**src/sum_checked_packet_deframer_core_assert.svh**
```systemverilog
// Assertion macros for the packet deframer.
// Used by the top level only; expects clk and rst in scope.
`ifndef SUM_CHECKED_PACKET_DEFRAMER_CORE_ASSERT_SVH
`define SUM_CHECKED_PACKET_DEFRAMER_CORE_ASSERT_SVH

// Property checked on every clock edge outside reset
`define SCPD_ASSERT(label, prop, msg) \
  label: assert property (@(posedge clk) disable iff (rst) prop) else $error(msg);

// Condition that must never be seen outside reset
`define SCPD_NEVER(label, expr, msg) \
  label: assert property (@(posedge clk) disable iff (rst) !(expr)) else $error(msg);

`endif

```
**src/scpd_pkg.sv**
```systemverilog
// Shared types and constants for the packet deframer.
// No dependencies; used by all modules.
`timescale 1ns / 1ps

package scpd_pkg;

  localparam logic [7:0] HEADER_VALUE = 8'hFF;

  // Result kind codes
  localparam logic KIND_PAYLOAD = 1'b0;
  localparam logic KIND_END     = 1'b1;

  // One result beat
  typedef struct packed {
    logic       kind;
    logic [7:0] payload_byte;
    logic [7:0] payload_index;
    logic [7:0] packet_id;
    logic [7:0] command;
    logic [7:0] length;
    logic       checksum_ok;
  } result_t;

  // Occupancy of the output queue
  typedef struct packed {
    logic out_valid;
    logic skid_valid;
  } skid_status_t;

endpackage

```
**src/scpd_in_if.sv**
```systemverilog
// Input channel: one received byte per beat.
// Standalone; no package needed.
`timescale 1ns / 1ps

interface scpd_in_if;
  logic       valid;
  logic       ready;
  logic [7:0] rx_byte;

  modport source (output valid, output rx_byte, input ready);
  modport sink   (input valid, input rx_byte, output ready);
endinterface

```
**src/scpd_out_if.sv**
```systemverilog
// Output channel: payload bytes and end-of-packet verdicts.
// Standalone; no package needed.
`timescale 1ns / 1ps

interface scpd_out_if;
  logic       valid;
  logic       ready;
  logic       kind;
  logic [7:0] payload_byte;
  logic [7:0] payload_index;
  logic [7:0] packet_id;
  logic [7:0] command;
  logic [7:0] length;
  logic       checksum_ok;

  modport source (output valid, output kind, output payload_byte, output payload_index,
                  output packet_id, output command, output length, output checksum_ok,
                  input ready);
  modport sink   (input valid, input kind, input payload_byte, input payload_index,
                  input packet_id, input command, input length, input checksum_ok,
                  output ready);
endinterface

```
**src/scpd_parser.sv**
```systemverilog
// Frame parser: header hunt, field capture, running sum and check.
// Depends on scpd_pkg.
`timescale 1ns / 1ps

module scpd_parser (
  input  logic            clk,
  input  logic            rst,
  input  logic            beat,
  input  logic [7:0]      rx_byte,
  output logic            push,
  output scpd_pkg::result_t push_data,
  output logic            hunting
);
  import scpd_pkg::*;

  typedef enum logic [2:0] {
    PH_HUNT = 3'd0,
    PH_ID   = 3'd1,
    PH_CMD  = 3'd2,
    PH_LEN  = 3'd3,
    PH_DATA = 3'd4,
    PH_CK1  = 3'd5,
    PH_CK2  = 3'd6
  } phase_t;

  phase_t      phase, phase_next;
  logic [7:0]  held_id, held_command, held_length;
  logic [7:0]  payload_count, count_inc;
  logic [15:0] running_sum, sum_add;
  logic [7:0]  first_check_byte;

  assign count_inc = payload_count + 8'd1;
  assign sum_add   = running_sum + {8'd0, rx_byte};
  assign hunting   = (phase == PH_HUNT);

  // Next phase and result for the current beat
  always_comb begin
    phase_next = phase;
    push       = 1'b0;
    push_data  = '{kind: KIND_PAYLOAD, payload_byte: 8'd0, payload_index: 8'd0,
                   packet_id: held_id, command: held_command, length: held_length,
                   checksum_ok: 1'b0};
    unique case (phase)
      PH_ID:   phase_next = PH_CMD;
      PH_CMD:  phase_next = PH_LEN;
      PH_LEN:  phase_next = (rx_byte == 8'd0) ? PH_CK1 : PH_DATA;
      PH_DATA: begin
        push                    = beat;
        push_data.payload_byte  = rx_byte;
        push_data.payload_index = payload_count;
        if (count_inc == held_length) phase_next = PH_CK1;
      end
      PH_CK1:  phase_next = PH_CK2;
      PH_CK2:  begin
        push                  = beat;
        push_data.kind        = KIND_END;
        push_data.checksum_ok = (first_check_byte == running_sum[15:8]) &&
                                (rx_byte == running_sum[7:0]);
        phase_next            = PH_HUNT;
      end
      default: phase_next = (rx_byte == HEADER_VALUE) ? PH_ID : PH_HUNT;
    endcase
  end

  // Phase and held fields
  always_ff @(posedge clk) begin
    if (rst) begin
      phase            <= PH_HUNT;
      held_id          <= 8'd0;
      held_command     <= 8'd0;
      held_length      <= 8'd0;
      payload_count    <= 8'd0;
      running_sum      <= 16'd0;
      first_check_byte <= 8'd0;
    end else if (beat) begin
      phase <= phase_next;
      unique case (phase)
        PH_ID: begin
          held_id     <= rx_byte;
          running_sum <= sum_add;
        end
        PH_CMD: begin
          held_command <= rx_byte;
          running_sum  <= sum_add;
        end
        PH_LEN: begin
          held_length   <= rx_byte;
          running_sum   <= sum_add;
          payload_count <= 8'd0;
        end
        PH_DATA: begin
          running_sum   <= sum_add;
          payload_count <= count_inc;
        end
        PH_CK1: first_check_byte <= rx_byte;
        PH_CK2: ;
        default: begin
          if (rx_byte == HEADER_VALUE) begin
            running_sum   <= {8'd0, HEADER_VALUE};
            payload_count <= 8'd0;
          end
        end
      endcase
    end
  end

endmodule

```
**src/scpd_skid.sv**
```systemverilog
// Two-entry output queue: output register plus skid register.
// Depends on scpd_pkg.
`timescale 1ns / 1ps

module scpd_skid (
  input  logic                   clk,
  input  logic                   rst,
  input  logic                   push,
  input  scpd_pkg::result_t      push_data,
  input  logic                   pop_ready,
  output logic                   out_valid,
  output scpd_pkg::result_t      out_data,
  output scpd_pkg::skid_status_t status
);
  import scpd_pkg::*;

  logic    skid_valid;
  result_t skid_data;
  logic    advance;

  // Output register free this cycle
  assign advance = !out_valid || pop_ready;
  assign status  = '{out_valid: out_valid, skid_valid: skid_valid};

  always_ff @(posedge clk) begin
    if (rst) begin
      out_valid  <= 1'b0;
      skid_valid <= 1'b0;
    end else if (advance) begin
      if (skid_valid) begin
        out_data   <= skid_data;
        out_valid  <= 1'b1;
        skid_valid <= push;
        skid_data  <= push_data;
      end else begin
        out_valid <= push;
        out_data  <= push_data;
      end
    end else if (push) begin
      skid_valid <= 1'b1;
      skid_data  <= push_data;
    end
  end

endmodule

```
**src/sum_checked_packet_deframer_core.sv**
```systemverilog
// Packet deframer top level: parser feeding a two-entry output queue.
// Depends on scpd_pkg, scpd_in_if, scpd_out_if, scpd_parser, scpd_skid.
//
//   port  dir   beat carries
//   rx    in    rx_byte, one received byte
//   res   out   kind, payload_byte, payload_index, packet_id, command, length, checksum_ok
//
// One byte per cycle while rx.ready is high; results are registered in the queue.
// The parser state advances on every accepted byte with a sum add and a count compare.
// rx.ready drops only while both output entries are full.
// Reset (synchronous) returns the parser to header hunt and empties the queue.
`timescale 1ns / 1ps
`include "sum_checked_packet_deframer_core_assert.svh"

module sum_checked_packet_deframer_core (
  input  logic      clk,
  input  logic      rst,
  scpd_in_if.sink   rx,
  scpd_out_if.source res
);
  import scpd_pkg::*;

  logic         beat;
  logic         push;
  result_t      push_data;
  result_t      res_data;
  logic         hunting;
  skid_status_t skid_st;

  assign rx.ready = !skid_st.skid_valid;
  assign beat     = rx.valid && rx.ready;

  scpd_parser u_parser (
    .clk       (clk),
    .rst       (rst),
    .beat      (beat),
    .rx_byte   (rx.rx_byte),
    .push      (push),
    .push_data (push_data),
    .hunting   (hunting)
  );

  scpd_skid u_skid (
    .clk       (clk),
    .rst       (rst),
    .push      (push),
    .push_data (push_data),
    .pop_ready (res.ready),
    .out_valid (res.valid),
    .out_data  (res_data),
    .status    (skid_st)
  );

  // Output fields
  assign res.kind          = res_data.kind;
  assign res.payload_byte  = res_data.payload_byte;
  assign res.payload_index = res_data.payload_index;
  assign res.packet_id     = res_data.packet_id;
  assign res.command       = res_data.command;
  assign res.length        = res_data.length;
  assign res.checksum_ok   = res_data.checksum_ok;

  // Checks
  `SCPD_ASSERT(a_skid_behind_out, skid_st.skid_valid |-> skid_st.out_valid, "skid without output")
  `SCPD_ASSERT(a_hunt_silent, (beat && hunting) |-> !push, "result while hunting")
  `SCPD_ASSERT(a_end_rehunts, (push && push_data.kind == KIND_END) |=> hunting, "no rehunt")
  `SCPD_NEVER(a_push_only_on_beat, push && !beat, "result pushed without a byte")

endmodule

```
**src/flat_wrapper.sv**
```systemverilog
// flat-port wrapper written by rule: the top's interface ports become plain ports
module sum_checked_packet_deframer_core_flat import scpd_pkg::*;
  (clk, rst, rx_valid, rx_rx_byte, rx_ready, res_valid, res_kind, res_payload_byte, res_payload_index, res_packet_id, res_command, res_length, res_checksum_ok, res_ready);
  scpd_in_if rx_i ();
  scpd_out_if res_i ();
  input  logic clk;
  input  logic rst;
  input wire logic [$bits(rx_i.valid)-1:0] rx_valid;
  input wire logic [$bits(rx_i.rx_byte)-1:0] rx_rx_byte;
  output wire logic [$bits(rx_i.ready)-1:0] rx_ready;
  output wire logic [$bits(res_i.valid)-1:0] res_valid;
  output wire logic [$bits(res_i.kind)-1:0] res_kind;
  output wire logic [$bits(res_i.payload_byte)-1:0] res_payload_byte;
  output wire logic [$bits(res_i.payload_index)-1:0] res_payload_index;
  output wire logic [$bits(res_i.packet_id)-1:0] res_packet_id;
  output wire logic [$bits(res_i.command)-1:0] res_command;
  output wire logic [$bits(res_i.length)-1:0] res_length;
  output wire logic [$bits(res_i.checksum_ok)-1:0] res_checksum_ok;
  input wire logic [$bits(res_i.ready)-1:0] res_ready;
  assign rx_i.valid = rx_valid;
  assign rx_i.rx_byte = rx_rx_byte;
  assign rx_ready = rx_i.ready;
  assign res_valid = res_i.valid;
  assign res_kind = res_i.kind;
  assign res_payload_byte = res_i.payload_byte;
  assign res_payload_index = res_i.payload_index;
  assign res_packet_id = res_i.packet_id;
  assign res_command = res_i.command;
  assign res_length = res_i.length;
  assign res_checksum_ok = res_i.checksum_ok;
  assign res_i.ready = res_ready;
  sum_checked_packet_deframer_core u_core (.clk(clk), .rst(rst), .rx(rx_i), .res(res_i));
endmodule
```
**config.mk**
```make
export PLATFORM = sky130hd
export DESIGN_NAME = sum_checked_packet_deframer_core_flat
export DESIGN_NICKNAME = d
export VERILOG_FILES = /design/src/scpd_pkg.sv /design/src/scpd_in_if.sv /design/src/scpd_out_if.sv /design/src/scpd_parser.sv /design/src/scpd_skid.sv /design/src/sum_checked_packet_deframer_core.sv /design/src/flat_wrapper.sv
export VERILOG_INCLUDE_DIRS = /design/src /design/src/src
export SDC_FILE = /design/constraint.sdc
export NUM_CORES = 1
export LEC_CHECK = 0
export BUFFER_PORTS_ARGS = -buffer_cell sky130_fd_sc_hd__buf_2
export CAP_MARGIN = 20
export CORE_MARGIN = 2
export CORE_UTILIZATION = 64
export DETAILED_ROUTE_END_ITERATION = 10
export PLACE_DENSITY = 0.82
export SYNTH_ARGS = -nofsm -noshare
export SYNTH_HDL_FRONTEND = slang
export SYNTH_HIERARCHICAL = 1
export SYNTH_SLANG_ARGS = --single-unit
```
**constraint.sdc**
```tcl
create_clock -name clk -period 10.3 [get_ports clk]
set_input_delay 1.03 -clock clk [delete_from_list [all_inputs] [get_ports clk]]
set_output_delay 1.03 -clock clk [all_outputs]
set_load 0.01 [all_outputs]
```
==> flow_summary.toml <==
[clock_network]
cts_resized = 0
cts_root_buffer = "clkbuf_8"
h-tree-depth = 4
hold_buffers = 0
cts_buffer_depth = 2
cts_tree = "built"
clock_sinks = 145
cts_buffers = 17
clk_pin_slew_ns = 0.06
worstSkewPairLatency_ns = 0.53
postCtsSetupRepairBufs = 0

[timing]
timing.fmax_mhz = 353
rsz0062_at_grt = "no"
final_max_slew_viol_count = 0
clock-skew-final_ns = 0.00482
fin_ws_ns = 7.47
max-slew-margin-rel_pct = 24.2
period_share_pct = 27.5
worst_slew_pin_slew_ns = 1.14
setup-tns-final_ns = 0
final-hold-violation-count = 0
layout_min_cycle_time_ns = 2.83
finalSetupViolCount = 0

[die]
die_w_microns = 106
io_pins = 56
core_sq_mm = 0.0102
row_count = 37
fp.dieH_microns = 106
initial_utilization_pct = 64.8
die_area_sq_mm = 0.0111

[critical_path]
ff2ff_setup_slack_ns = 7.64
slowest_delay_ns = 0.61
crit_fanout = 47
critical_path_class = "reg2out"
cp-startpoint = "u_core/u_skid/skid_valid"
critPathArrivalTime_ns = 1.80
crit_family = "buffers and inverters"
path_cells = "buf_4, inv_1, buf_2"
cp-start-kind = "flip-flop"
required_ns = 9.27
crit_path_end_kind = "output pin"
critPathBufInv = 3
slowest_stage = "buf_4"
reg2reg_from = "u_core/u_parser/phase[2]"

[outcome]
status = "finished, final reports clean"

[layout]
nNetsFinal = 638
fillCellCount = 690
layout-drive-gt1-share_pct = 22.9
seqCellArea_sq_mm = 0.00374
syn_to_final_growth_pct = 13.6
multi_input_area_sq_mm = 0.00266
antenna_cells = 0

[flow_run]
cap_violations = 0

[synth]
syn_avg_cell_area_sq_um = 11.7
synthCells = 562
syn_area_sq_mm = 0.00660
syn_nets = 584
yosys_warnings = 6

[min_path]
hold_path.startpoint = "u_core/u_parser/held_id[6]"
hold_path_class = "reg2reg"

[global_routing]
gr-total-overflow = 0
grt_usage_pct = 26.3
grt_pass1_wl_mm = 22.6
grt_max_degree = 62
grt_pass1_vias = 4511
antenna_found_initial = 0

[drt]
drt-initial-drc-count = 455
wl_per_cell_microns = 18.7
drc = 0
avgViaCountPerCell = 6.17
drt-pass1-iter-count = 5
vias = 4720
wirelength_mm = 14.3
ant_nets = 0

[placement]
dp_hpwl_mm = 8.91
port-buffer-count = 55
gp_congestion = 0.882
pre_cts_slack_ns = 6.58

[power_and_ir_drop]
peakVddDrop_uv = 110
power.density_mw_per_mm2 = 162
power.leakage_nw = 2.83
## state kept, by name, indices dropped and copies added, names as in the netlist
register / flops
u_core/u_parser/held_id: 8
u_core/u_parser/payload_count: 8
u_core/u_skid/out_data: 42
u_core/u_skid/skid_data: 42
u_core/u_skid/skid_valid: 1
u_core/u_skid/out_valid: 1
u_core/u_parser/held_length: 8
u_core/u_parser/running_sum: 16
u_core/u_parser/held_command: 8
u_core/u_parser/first_check_byte: 8
u_core/u_parser/phase: 3
## layer usage
| metal | GRT usage (%) | share of wire, % | vias to the layer above |
|---|---|---|---|
| met5 | 0 | 0 | - |
| met4 | 11.7 | 2.5 | 0 |
| met3 | 6.62 | 7.4 | 37 |
| met2 | 43.3 | 50 | 232 |
| met1 | 33.1 | 40 | 2277 |
| li1 | - | - | 2174 |
## through the flow
step	util [%]	power, mW	hold WS [ns]	cells	area (sq um)
after CTS	73.2	1.22	0.461	763	7460
after detailed placement	67.8	0.665	0.442	731	6910
after floorplan	-	0.647	0.430	562	6600
after global placement	67.7	0.664	0.440	730	6890
after global routing	73.6	1.25	0.474	765	7500
final	73.6	1.22	0.462	765	7500
## final timing paths
check | depth (start not counted) | endpoint
hold / removal | 0 | u_core/u_skid/skid_data[23]
hold reg to reg | 0 | u_core/u_skid/skid_data[23]
setup reg to reg | 6 | u_core/u_parser/running_sum[15]
setup / recovery | 3 | rx_ready
## cells in the final DEF (no fill, tap or decap), types with 5 or more instances in the layout
master / instances
nand2_1: 89
inv_1: 8
edfxtp_1: 84
o31ai_1: 6
a311oi_1: 7
dfxtp_1: 60
nor2_1: 27
mux2_4: 36
o21ai_0: 13
nand3_1: 13
clkinv_4: 5
buf_2: 55
and3_1: 18
a21oi_1: 46
nor3_1: 11
xor2_1: 7
ha_1: 9
or3_1: 7
xnor2_1: 18
clkbuf_16: 16
nand4_1: 5
mux2_2: 6
## final cells by class
class | count | share of cell area, %
inverters | 8 | 0.401
clock inverters | 15 | 1.82
flip-flops and latches | 145 | 50.0
well taps | 136 | 2.27
repair buffers | 60 | 4.56
clock buffers | 17 | 5.52
multi-input cells | 384 | 35.5
## where the power goes
| group | total, mW | leakage, nW | switching (mW) | internal, mW |
|---|---|---|---|---|
| clock network | 0.562 | 0.268 | 0.240 | 0.322 |
| logic | 0.0375 | 1.20 | 0.0262 | 0.0112 |
| registers | 0.616 | 1.36 | 0.00147 | 0.614 |
No activity file was read; power rests on OpenSTA's default activity.
